`config.mk`:
```
export PLATFORM = sky130hd
export DESIGN_NAME = serial_command_line_parser
export DESIGN_NICKNAME = d
export VERILOG_FILES = /design/src/design/scp_pkg.sv /design/src/design/scp_line_parser.sv /design/src/design/serial_command_line_parser.sv
export SDC_FILE = /design/constraint.sdc
export NUM_CORES = 1
export LEC_CHECK = 0
export BUFFER_PORTS_ARGS = -buffer_cell sky130_fd_sc_hd__buf_2
export CAP_MARGIN = 20
export CORE_MARGIN = 10
export CORE_UTILIZATION = 65
export DETAILED_ROUTE_END_ITERATION = 6
export PLACE_DENSITY = 0.95
export SLEW_MARGIN = 20
export SYNTH_ARGS = -nofsm -noshare
export SYNTH_HDL_FRONTEND = slang
export SYNTH_SLANG_ARGS = --single-unit
```
`constraint.sdc`:
```
create_clock -name clk -period 10.4 [get_ports clk]
set_input_delay 1.56 -clock clk [delete_from_list [all_inputs] [get_ports clk]]
set_output_delay 1.56 -clock clk [all_outputs]
set_load 0.1 [all_outputs]
```
`src/design/scp_pkg.sv`:
```
// scp_pkg: shared constants, codes and result type of the serial command line parser
// no dependencies; used by scp_line_parser and serial_command_line_parser
package scp_pkg;

	localparam int LINE_BYTES = 64;
	localparam int LEN_W      = $clog2(LINE_BYTES);
	localparam int VAL_W      = 11;
	localparam int MAG_W      = 11;
	localparam int PROD_W     = 14;
	localparam int MAG_SAT    = 1001;
	localparam int VAL_MAX    = 1000;
	localparam int TDATA_W    = 48;
	localparam int TUSER_W    = 4;

	localparam logic [7:0] CH_NUL   = 8'h00;
	localparam logic [7:0] CH_TAB   = 8'h09;
	localparam logic [7:0] CH_LF    = 8'h0A;
	localparam logic [7:0] CH_VT    = 8'h0B;
	localparam logic [7:0] CH_FF    = 8'h0C;
	localparam logic [7:0] CH_CR    = 8'h0D;
	localparam logic [7:0] CH_SPACE = 8'h20;
	localparam logic [7:0] CH_PLUS  = 8'h2B;
	localparam logic [7:0] CH_COMMA = 8'h2C;
	localparam logic [7:0] CH_MINUS = 8'h2D;
	localparam logic [7:0] CH_ZERO  = 8'h30;
	localparam logic [7:0] CH_NINE  = 8'h39;
	localparam logic [7:0] CH_COLON = 8'h3A;
	localparam logic [7:0] CH_C     = 8'h43;
	localparam logic [7:0] CH_M     = 8'h4D;
	localparam logic [7:0] CH_W     = 8'h57;

	localparam logic [1:0] ST_VALID    = 2'd0;
	localparam logic [1:0] ST_INVALID  = 2'd1;
	localparam logic [1:0] ST_OVERFLOW = 2'd2;

	localparam logic [1:0] KIND_NONE   = 2'd0;
	localparam logic [1:0] KIND_DRIVE  = 2'd1;
	localparam logic [1:0] KIND_WHEELS = 2'd2;
	localparam logic [1:0] KIND_MOTOR  = 2'd3;

	typedef struct packed {
		logic                    valid;
		logic [1:0]              status;
		logic [1:0]              kind;
		logic signed [VAL_W-1:0] value_a;
		logic signed [VAL_W-1:0] value_b;
		logic signed [VAL_W-1:0] value_c;
		logic signed [VAL_W-1:0] value_d;
		logic [2:0]              motor_number;
	} scp_result_t;

	// number of values a command carries
	function automatic logic [2:0] field_count(input logic [1:0] kind);
		logic [2:0] n;
		case (kind)
			KIND_DRIVE:  n = 3'd3;
			KIND_WHEELS: n = 3'd4;
			KIND_MOTOR:  n = 3'd2;
			default:     n = 3'd0;
		endcase
		return n;
	endfunction

endpackage

```
`src/design/scp_line_parser.sv`:
```
// scp_line_parser: per-line parse state and the single-step update for one byte
// depends on scp_pkg; result is combinational, registered by the top level
module scp_line_parser (
	input  logic                 clk,
	input  logic                 arst_n,
	input  logic                 step,
	input  logic [7:0]           rx_byte,
	output scp_pkg::scp_result_t result
);

	localparam logic [2:0] PH_LETTER = 3'd0;
	localparam logic [2:0] PH_COLON  = 3'd1;
	localparam logic [2:0] PH_LEAD   = 3'd2;
	localparam logic [2:0] PH_SIGNED = 3'd3;
	localparam logic [2:0] PH_DIGITS = 3'd4;

	logic [scp_pkg::LEN_W-1:0] len_q, len_d;
	logic ovf_q, ovf_d;
	logic [2:0] ph_q, ph_d;
	logic fail_q, fail_d;
	logic ended_q, ended_d;
	logic ok_q, ok_d;
	logic [1:0] kind_q, kind_d;
	logic neg_q, neg_d;
	logic seen_q, seen_d;
	logic [scp_pkg::MAG_W-1:0] mag_q, mag_d;
	logic [1:0] fi_q, fi_d;
	logic signed [scp_pkg::VAL_W-1:0] cap_q [4];
	logic signed [scp_pkg::VAL_W-1:0] cap_d [4];

	logic [2:0] n_fields;
	logic [scp_pkg::PROD_W-1:0] prod;
	logic [scp_pkg::MAG_W-1:0] mag_clamp;
	logic signed [scp_pkg::VAL_W-1:0] cur;
	logic signed [scp_pkg::VAL_W-1:0] vals [4];
	logic motor_ok;
	logic end_ok;
	logic line_ok;
	logic is_digit;
	logic is_space;
	logic is_sign;
	logic clr;
	logic ovf_set;

	assign n_fields = scp_pkg::field_count(kind_q);
	assign prod = {{(scp_pkg::PROD_W-scp_pkg::MAG_W){1'b0}}, mag_q} * scp_pkg::PROD_W'(10)
		+ {{(scp_pkg::PROD_W-4){1'b0}}, rx_byte[3:0]};
	assign mag_clamp = (mag_q > scp_pkg::MAG_W'(scp_pkg::VAL_MAX)) ?
		scp_pkg::MAG_W'(scp_pkg::VAL_MAX) : mag_q;
	assign cur = neg_q ? -$signed(mag_clamp) : $signed(mag_clamp);

	assign is_digit = (rx_byte >= scp_pkg::CH_ZERO) && (rx_byte <= scp_pkg::CH_NINE);
	assign is_space = (rx_byte == scp_pkg::CH_SPACE) || (rx_byte == scp_pkg::CH_TAB) ||
		(rx_byte == scp_pkg::CH_VT) || (rx_byte == scp_pkg::CH_FF);
	assign is_sign = (rx_byte == scp_pkg::CH_PLUS) || (rx_byte == scp_pkg::CH_MINUS);

	assign motor_ok = (cap_q[0] >= 11'sd1) && (cap_q[0] <= 11'sd4);
	assign end_ok = !fail_q && (n_fields != 3'd0) && (ph_q == PH_DIGITS) && seen_q &&
		({1'b0, fi_q} == n_fields - 3'd1) && ((kind_q != scp_pkg::KIND_MOTOR) || motor_ok);
	assign line_ok = ended_q ? ok_q : end_ok;

	// values as they stand at the end of the content
	always_comb begin
		for (int i = 0; i < 4; i++) begin
			vals[i] = (!ended_q && (fi_q == 2'(i))) ? cur : cap_q[i];
		end
	end

	always_comb begin
		len_d   = len_q;
		ovf_d   = ovf_q;
		ph_d    = ph_q;
		fail_d  = fail_q;
		ended_d = ended_q;
		ok_d    = ok_q;
		kind_d  = kind_q;
		neg_d   = neg_q;
		seen_d  = seen_q;
		mag_d   = mag_q;
		fi_d    = fi_q;
		cap_d   = cap_q;
		result  = '0;
		clr     = 1'b0;
		ovf_set = 1'b0;
		if (step) begin
			if (rx_byte == scp_pkg::CH_LF) begin
				clr = 1'b1;
				if (!ovf_q && (len_q != '0)) begin
					result.valid = 1'b1;
					if (line_ok) begin
						result.status = scp_pkg::ST_VALID;
						result.kind = kind_q;
						if (kind_q == scp_pkg::KIND_MOTOR) begin
							result.value_a = vals[1];
							result.motor_number = vals[0][2:0];
						end else begin
							result.value_a = vals[0];
							result.value_b = vals[1];
							result.value_c = vals[2];
							if (kind_q == scp_pkg::KIND_WHEELS) begin
								result.value_d = vals[3];
							end
						end
					end else begin
						result.status = scp_pkg::ST_INVALID;
					end
				end
			end else if ((rx_byte != scp_pkg::CH_CR) && !ovf_q) begin
				if (len_q < scp_pkg::LEN_W'(scp_pkg::LINE_BYTES - 1)) begin
					len_d = len_q + 1'b1;
					if (!ended_q && !fail_q) begin
						if (rx_byte == scp_pkg::CH_NUL) begin
							ended_d = 1'b1;
							ok_d = end_ok;
							cap_d[fi_q] = cur;
						end else begin
							case (ph_q)
								PH_LETTER: begin
									ph_d = PH_COLON;
									if (rx_byte == scp_pkg::CH_C) begin
										kind_d = scp_pkg::KIND_DRIVE;
									end else if (rx_byte == scp_pkg::CH_W) begin
										kind_d = scp_pkg::KIND_WHEELS;
									end else if (rx_byte == scp_pkg::CH_M) begin
										kind_d = scp_pkg::KIND_MOTOR;
									end else begin
										fail_d = 1'b1;
										ph_d = ph_q;
									end
								end
								PH_COLON: begin
									if (rx_byte == scp_pkg::CH_COLON) begin
										fi_d = 2'd0;
										neg_d = 1'b0;
										seen_d = 1'b0;
										mag_d = '0;
										ph_d = PH_LEAD;
									end else begin
										fail_d = 1'b1;
									end
								end
								PH_LEAD, PH_SIGNED: begin
									if ((ph_q == PH_LEAD) && is_space) begin
										ph_d = ph_q;
									end else if ((ph_q == PH_LEAD) && is_sign) begin
										neg_d = (rx_byte == scp_pkg::CH_MINUS);
										ph_d = PH_SIGNED;
									end else if (is_digit) begin
										mag_d = {{(scp_pkg::MAG_W-4){1'b0}}, rx_byte[3:0]};
										seen_d = 1'b1;
										ph_d = PH_DIGITS;
									end else begin
										fail_d = 1'b1;
									end
								end
								PH_DIGITS: begin
									if (is_digit) begin
										mag_d = (prod > scp_pkg::PROD_W'(scp_pkg::MAG_SAT)) ?
											scp_pkg::MAG_W'(scp_pkg::MAG_SAT) :
											prod[scp_pkg::MAG_W-1:0];
									end else if ((rx_byte == scp_pkg::CH_COMMA) &&
										(n_fields != 3'd0) &&
										(({1'b0, fi_q} + 3'd1) < n_fields)) begin
										cap_d[fi_q] = cur;
										fi_d = fi_q + 2'd1;
										neg_d = 1'b0;
										seen_d = 1'b0;
										mag_d = '0;
										ph_d = PH_LEAD;
									end else begin
										fail_d = 1'b1;
									end
								end
								default: begin
									fail_d = 1'b1;
								end
							endcase
						end
					end
				end else begin
					clr = 1'b1;
					ovf_set = 1'b1;
					result.valid = 1'b1;
					result.status = scp_pkg::ST_OVERFLOW;
				end
			end
		end
		if (clr) begin
			len_d   = '0;
			ovf_d   = 1'b0;
			ph_d    = PH_LETTER;
			fail_d  = 1'b0;
			ended_d = 1'b0;
			ok_d    = 1'b0;
			kind_d  = scp_pkg::KIND_NONE;
			neg_d   = 1'b0;
			seen_d  = 1'b0;
			mag_d   = '0;
			fi_d    = 2'd0;
			for (int i = 0; i < 4; i++) begin
				cap_d[i] = '0;
			end
		end
		if (ovf_set) begin
			ovf_d = 1'b1;
		end
	end

	always_ff @(posedge clk or negedge arst_n) begin
		if (!arst_n) begin
			len_q   <= '0;
			ovf_q   <= 1'b0;
			ph_q    <= PH_LETTER;
			fail_q  <= 1'b0;
			ended_q <= 1'b0;
			ok_q    <= 1'b0;
			kind_q  <= scp_pkg::KIND_NONE;
			neg_q   <= 1'b0;
			seen_q  <= 1'b0;
			mag_q   <= '0;
			fi_q    <= 2'd0;
			for (int i = 0; i < 4; i++) begin
				cap_q[i] <= '0;
			end
		end else begin
			len_q   <= len_d;
			ovf_q   <= ovf_d;
			ph_q    <= ph_d;
			fail_q  <= fail_d;
			ended_q <= ended_d;
			ok_q    <= ok_d;
			kind_q  <= kind_d;
			neg_q   <= neg_d;
			seen_q  <= seen_d;
			mag_q   <= mag_d;
			fi_q    <= fi_d;
			for (int i = 0; i < 4; i++) begin
				cap_q[i] <= cap_d[i];
			end
		end
	end

endmodule

```
`src/design/serial_command_line_parser.sv`:
```
// Serial command line parser: takes one received byte per request and reports one result
// per non-empty line ("C:f,t,s", "W:a,b,c,d", "M:i,v"), an invalid line, or a line overflow.
// Byte flow: s_tdata into an input register, one parse step, then the result register.
// The block takes one byte every cycle while the result register is not stalled. A byte waits
// in the input register until the parse step advances; its result, if any, is then registered
// and shown on m_tdata/m_tuser. The rate is set by the parse step (one multiply-by-ten-and-add
// on the running magnitude); a stalled result register holds the input register, and s_tready
// then follows m_tready combinationally.
module serial_command_line_parser (
	input  logic                        clk,
	input  logic                        arst_n,
	input  logic                        s_tvalid,
	output logic                        s_tready,
	input  logic [7:0]                  s_tdata,  // rx_byte
	output logic                        m_tvalid,
	input  logic                        m_tready,
	// value_a, value_b, value_c, value_d, motor_number, zero pad
	output logic [scp_pkg::TDATA_W-1:0] m_tdata,
	output logic [scp_pkg::TUSER_W-1:0] m_tuser   // status, kind
);

	logic valid_s1;
	logic [7:0] byte_s1;
	logic advance;
	scp_pkg::scp_result_t res;
	scp_pkg::scp_result_t res_s2;
	logic valid_s2;

	assign advance  = valid_s1 && (!valid_s2 || m_tready);
	assign s_tready = !valid_s1 || advance;

	always_ff @(posedge clk or negedge arst_n) begin
		if (!arst_n) begin
			valid_s1 <= 1'b0;
		end else if (s_tready) begin
			valid_s1 <= s_tvalid;
		end
	end

	always_ff @(posedge clk) begin
		if (s_tready && s_tvalid) begin
			byte_s1 <= s_tdata;
		end
	end

	scp_line_parser u_parser (
		.clk     (clk),
		.arst_n  (arst_n),
		.step    (advance),
		.rx_byte (byte_s1),
		.result  (res)
	);

	always_ff @(posedge clk or negedge arst_n) begin
		if (!arst_n) begin
			valid_s2 <= 1'b0;
		end else if (advance && res.valid) begin
			valid_s2 <= 1'b1;
		end else if (m_tready) begin
			valid_s2 <= 1'b0;
		end
	end

	always_ff @(posedge clk) begin
		if (advance && res.valid) begin
			res_s2 <= res;
		end
	end

	assign m_tvalid = valid_s2;
	assign m_tuser  = {res_s2.kind, res_s2.status};
	assign m_tdata  = {1'b0, res_s2.motor_number, res_s2.value_d, res_s2.value_c,
		res_s2.value_b, res_s2.value_a};

	// error and overflow results carry nothing else
	a_fail_empty: assert property (@(posedge clk) disable iff (!arst_n)
		m_tvalid && (m_tuser[1:0] != scp_pkg::ST_VALID) |->
		(m_tuser[3:2] == scp_pkg::KIND_NONE) && (m_tdata == '0))
		else $error("non-valid result carries data");

	// motor command carries an index in range
	a_motor_range: assert property (@(posedge clk) disable iff (!arst_n)
		m_tvalid && (m_tuser[3:2] == scp_pkg::KIND_MOTOR) |->
		(m_tdata[46:44] >= 3'd1) && (m_tdata[46:44] <= 3'd4))
		else $error("motor index out of range");

	// stall only comes from a held result
	a_stall_source: assert property (@(posedge clk) disable iff (!arst_n)
		!s_tready |-> valid_s1 && valid_s2 && !m_tready)
		else $error("input stalled without a held result");

	// a held result stays put until taken
	a_result_hold: assert property (@(posedge clk) disable iff (!arst_n)
		valid_s2 && !m_tready |=> valid_s2 && $stable(res_s2))
		else $error("held result changed");

endmodule
```
======== Word-level counts from Yosys, hierarchy flattened ========
Cells that the tools add are included.
word-level totals
  word-level logic and storage cells ...... 317
  register bits ........................... 135
cells by class
  reductions and logical operators ........ 68
  bitwise operators ....................... 6
  eq/ne operators ......................... 44
  $lt $le $gt $ge ......................... 10
  multipliers ............................. 1
  add/subtract/negate cells ............... 6
  multiplexer cells ....................... 157
operator list
  cell                                                             count
  two-way mux 44 bit                                               10
  two-way mux 11 bit                                               23
  two-way mux 52 bit                                               2
  two-way mux 49 bit                                               2
  two-way mux 1 bit                                                64
  two-way mux 3 bit                                                20
  bitwise mux 44 bit                                               1
  two-way mux 2 bit                                                21
  == test 8 x 6 -> 1 bit, second input constant                    5
  two-way mux 33 bit                                               1
  one-hot mux 11 bit (3 select lines)                              1
  == test 8 x 4 -> 1 bit, second input constant                    4
  two-way mux 6 bit                                                5
  AND reduction 13 bit                                             2
  == test 8 x 7 -> 1 bit, second input constant                    3
  inequality test 3 x 2 -> 1 bit, second input constant            8
  AND reduction 12 bit                                             2
  demux 11 bit (select 2 bit)                                      1
  logical AND 1 bit                                                22
  AND reduction 8 bit                                              2
  nonzero test 2 bit                                               8
  AND reduction 15 bit                                             1
  adder 14 x 4 -> 14 bit                                           1
  greater-than comparator 14 x 10 -> 1 bit, second input constant  1
  other kinds (52)                                                 82

======== Logic depth before layout (Yosys ltp) ========
  depth in word-level cells ............... 16
  mapped depth ............................ 13

======== Modules after synthesis ========
From an unflattened synthesis, not the netlist that was laid out.
unflattened totals
  cells, all modules ...................... 782
  area total of the unflattened synthesis .. 7599.8 µm²
modules (own cells, without submodules)
  module                      area an instance (µm²)  cells an instance  times used
  scp_line_parser             5708.0                  711                1
  serial_command_line_parser  1891.8                  71                 1

======== Least setup slack after synthesis ========
No wires, ideal clock.
  path kind ............................... input port to flip-flop
  from .................................... input m_tready
  to ...................................... register res_s2 (netlist bit m_tdata[0]) (enable)
  required time ........................... 9868 ps
  stages on the path ...................... 4
  library setup time ...................... 532 ps
  buffers on the path ..................... 0
  setup slack ............................. 4237 ps
  data arrival time ....................... 5631 ps
  cells stage by stage .................... nand2b_1 > and2_1 > nand3_1 > o21ai_0
on the way
  longest elaborated chain between the ends .. 4
RTL lines
  element                line                              text
  from (decl)            serial_command_line_parser.sv:16  input logic m_tready,
  logical OR 1 bit (*)   serial_command_line_parser.sv:29  assign advance = valid_s1 && (!valid_s2 || m_tready);
  logical AND 1 bit (*)  serial_command_line_parser.sv:29
  two-way mux 52 bit     scp_line_parser.sv:85             if (step) begin
  logical AND 1 bit (*)  serial_command_line_parser.sv:65  if (advance && res.valid) begin
  to (signal assigned)   serial_command_line_parser.sv:66  res_s2 <= res;
  to (decl)              serial_command_line_parser.sv:26  scp_pkg::scp_result_t res_s2;
Every way passes the cells marked *; elsewhere a longest branch is shown, timed or not.
A chain may end at the register's enable or synchronous reset.

======== Worst setup path after layout ========
  from .................................... input m_tready
  to ...................................... output s_tready
on the way
  longest elaborated chain between the ends .. 3
RTL lines
  element            line                              text
  logical OR 1 bit   serial_command_line_parser.sv:29
  logical AND 1 bit  serial_command_line_parser.sv:29
  logical OR 1 bit   serial_command_line_parser.sv:30  assign s_tready = !valid_s1 || advance;
  to (decl)          serial_command_line_parser.sv:13  output logic s_tready,
No other way between the ends.

==> results_dict.tcl <==
set metrics [dict create \
    slew-limit-headroom_pct 35.45 \
    clock_path_buffers 2 \
    synth_cell_types 83 \
    io_buffers 64 \
    met3_usage_pct 5.667 \
    core-area_sq_um 11520 \
    grt_use_met1_pct 28.21 \
    timing.setup.tns_ns 0 \
    synth_top_cell_area_share_pct 24.71 \
    critPathKind "input port to primary output" \
    grt_usage_pct 22.44 \
    p_leak_nw 3.469 \
    critPathMaxStageDelay_ns 0.44 \
    status "finished clean" \
    hold_end "u_parser.cap_q[9]$_DFFE_PN0P_" \
    htreeDepth 4 \
    switching_share_pct 36.58 \
    maxCapViolations 0 \
    hold_buffers 0 \
    postSynthAreaPerCell_sq_um 9.681 \
    hold_class "register to register" \
    dr.pass1.iters 6 \
    clkTransAtPathRegs_ns 0.06 \
    diodes 0 \
    sequentialPowerShare_pct 36.3 \
    cp-start-kind "input port" \
    max_freq_ghz 0.2659 \
    powerDensity_nw_per_um2 209.0 \
    clockPowerShare_pct 34.3 \
    synth_cells 795 \
    grt_start_max_net_pins 77 \
    fillCellCount 717 \
    antenna_left 0 \
    p_sw_uw 661.1 \
    synth_area_leaders "dfrtp_1, edfxtp_1, ha_1" \
    synth_edf_count 59 \
    wl_mm 18.64 \
    tightestPinTransition_ns 0.9683 \
    pin_count 66 \
    power.total_mw 1.808 \
    final_nets 885 \
    period_needed_ns 3.761 \
    critPathMaxFanout 3 \
    wl_per_cell_um 18.71 \
    skew_ns 0.01041 \
    cts.sinks 135 \
    syn_nets 840 \
    slew_violations 0 \
    pre_cts_ws_ns 6.505 \
    dp_hpwl_mm 11.97 \
    synthesis.area_sq_um 7696 \
    r2r_end "m_tdata[28]$_SDFFCE_PP0P_" \
    antenna_found_initial 0 \
    row_count 39 \
    overflow 0 \
    grt_pass1_wl_mm 30.33 \
    period_share_pct 36.16 \
    r2r-start "u_parser.mag_q[4]$_DFFE_PN0P_" \
    reg2reg_slack_ns 6.82 \
    insertion_delay_ns 0.43 \
    ctsResizeCount 0 \
    ctsRootBufferMaster "clkbuf_16" \
    gp_congestion 0.9125 \
    combPwrFrac_pct 29.4 \
    min_delay_path_depth 2 \
    ys.flop_type "dfrtp_1" \
    initial_utilization_pct 66.83 \
    crit_arrival_ns 2.20 \
    synth-seq-area-share_pct 47.73 \
    die-area_sq_um 16590 \
    hold_start "u_parser.cap_q[9]$_DFFE_PN0P_" \
    rsz0062_at_grt "no" \
    register_area_sq_um 3674 \
    critPathSlowestCell "buf_2" \
    dieHeight_um 128.8 \
    multi_input_area_sq_um 3761 \
    layout_setup_ws_ns 6.639 \
    synth_area_leader_cell "dfrtp_1" \
    die_width_um 128.8 \
    ir_drop_uv 115.9 \
    cts_tree "yes" \
    ys_seq_elements 135 \
    cts_setup_buffers 0 \
    p_int_mw 1.146 \
    drive_gt1_share_pct 17.70 \
    cpMostUsedCell "buf_2" \
    final_hold_viol_count 0 \
    vias 6573 \
    drc 0 \
    grt_pass1_vias 6088 \
    use_met2_pct 36.17 \
    cts_made_buffers 17 \
    viasPerCell 6.599 \
    top_usage_layer "met2" \
    rr_worst_depth 9 \
    final_cell_mix "nand2_1, nor2_1, dfrtp_1" \
    setup_violations 0 \
    postLayoutCoreUtil_pct 75.10 \
    worst_setup_path_end_kind "primary output" \
    first_iter_violations 1016 \
    path_cells "buf_2, nand3b_1, buf_2" \
    areaGrowthSynthToFinish_pct 12.37 \
    required_ns 8.84 \
    ys_warn_count 0 \
    async_flop_share_pct 56.30 \
]
## critical path, delay by kind of cell
| family | cells | cell delay, ns |
|---|---|---|
| simple gates | 1 | 0.12 |
| buf+inv | 2 | 0.52 |
## power groups by stage
stage	Sequential (mW)	Combinational [mW]	Clock, mW
finish	0.656	0.531	0.621
CTS	0.653	0.517	0.621
floorplan	0.639	0.395	0
detailed placement	0.661	0.505	0
global route	0.664	0.576	0.643
global placement	0.659	0.490	0
## kinds of logic (layout without fill, tap and decap cells)
logic type	count (synthesis)	count (layout)	synth area share [%]
xor+xnor	22	22	2.504
flops	135	135	47.73
fa+ha+maj	33	33	5.560
mux	7	7	0.9429
other cells	1	1	0.04873
compound gates	233	233	20.08
buf+inv	60	118	3.756
simple gates	304	304	19.38
## through the flow
stage / instances / hold WS (ns) / area [sq um]
6_report: 996 / 0.4847 / 8648
5_1_grt: 996 / 0.5005 / 8648
4_1_cts: 996 / 0.4859 / 8632
3_5_place_dp: 964 / 0.4712 / 8023
3_3_place_gp: 964 / 0.4613 / 8023
2_1_floorplan: 795 / 0.4466 / 7696
## cell usage after synthesis, drive strengths merged (9+ instances only)
library cell  count
nor4              9
nand2b           10
nand3            14
dfrtp            76
clkbuf           21
xnor2            10
xor2             12
ha               31
nand2            94
inv              16
a21o              9
edfxtp           59
o22ai            13
a211oi           25
o21ai            74
nor2b            11
nor3             23
a21oi            64
buf              23
nor2             97
## how the worst max path moves through the flow
stage,start,slack [ns],end
finish,m_tready,6.64,s_tready
detailed placement,m_tready,6.50,m_tdata[25]$_SDFFCE_PP0P_
global placement,m_tready,6.61,m_tdata[30]$_SDFFCE_PP0P_
floorplan,m_tready,4.24,m_tdata[0]$_SDFFCE_PN0P_
global route,u_parser.mag_q[3]$_DFFE_PN0P_,6.59,u_parser.mag_q[0]$_DFFE_PN0P_
CTS,m_tready,6.64,s_tready
## cell type report
type / instances / share of cell area, %
Clock inverter: 14 / 1.968
Timing Repair Buffer: 70 / 4.225
Multi-Input combinational cell: 600 / 43.49
Inverter: 16 / 0.6944
Clock buffer: 18 / 5.078
Tap cell: 143 / 2.069
Sequential cell: 135 / 42.48
## metal layers
layer | wire length [um] | part of all wire [%]
met2 | 8835 | 47
met5 | 0 | 0
met4 | 589 | 3.2
met1 | 7484 | 40
met3 | 1725 | 9.3
## flip-flops by register name (all words and copies together) (netlist names)
| name | cells |
|---|---|
| u_parser.mag_q | 11 |
| u_parser.neg_q | 1 |
| u_parser.ph_q | 3 |
| u_parser.fail_q | 1 |
| u_parser.fi_q | 2 |
| u_parser.ended_q | 1 |
| u_parser.cap_q | 44 |
| u_parser.ovf_q | 1 |
| m_tdata | 47 |
| m_tuser | 4 |
| u_parser.kind_q | 2 |
| u_parser.seen_q | 1 |
| u_parser.ok_q | 1 |
| byte_s1 | 8 |
| valid_s1 | 1 |
| m_tvalid | 1 |
| u_parser.len_q | 6 |
Note: power is estimated with default switching activity, not from simulation.
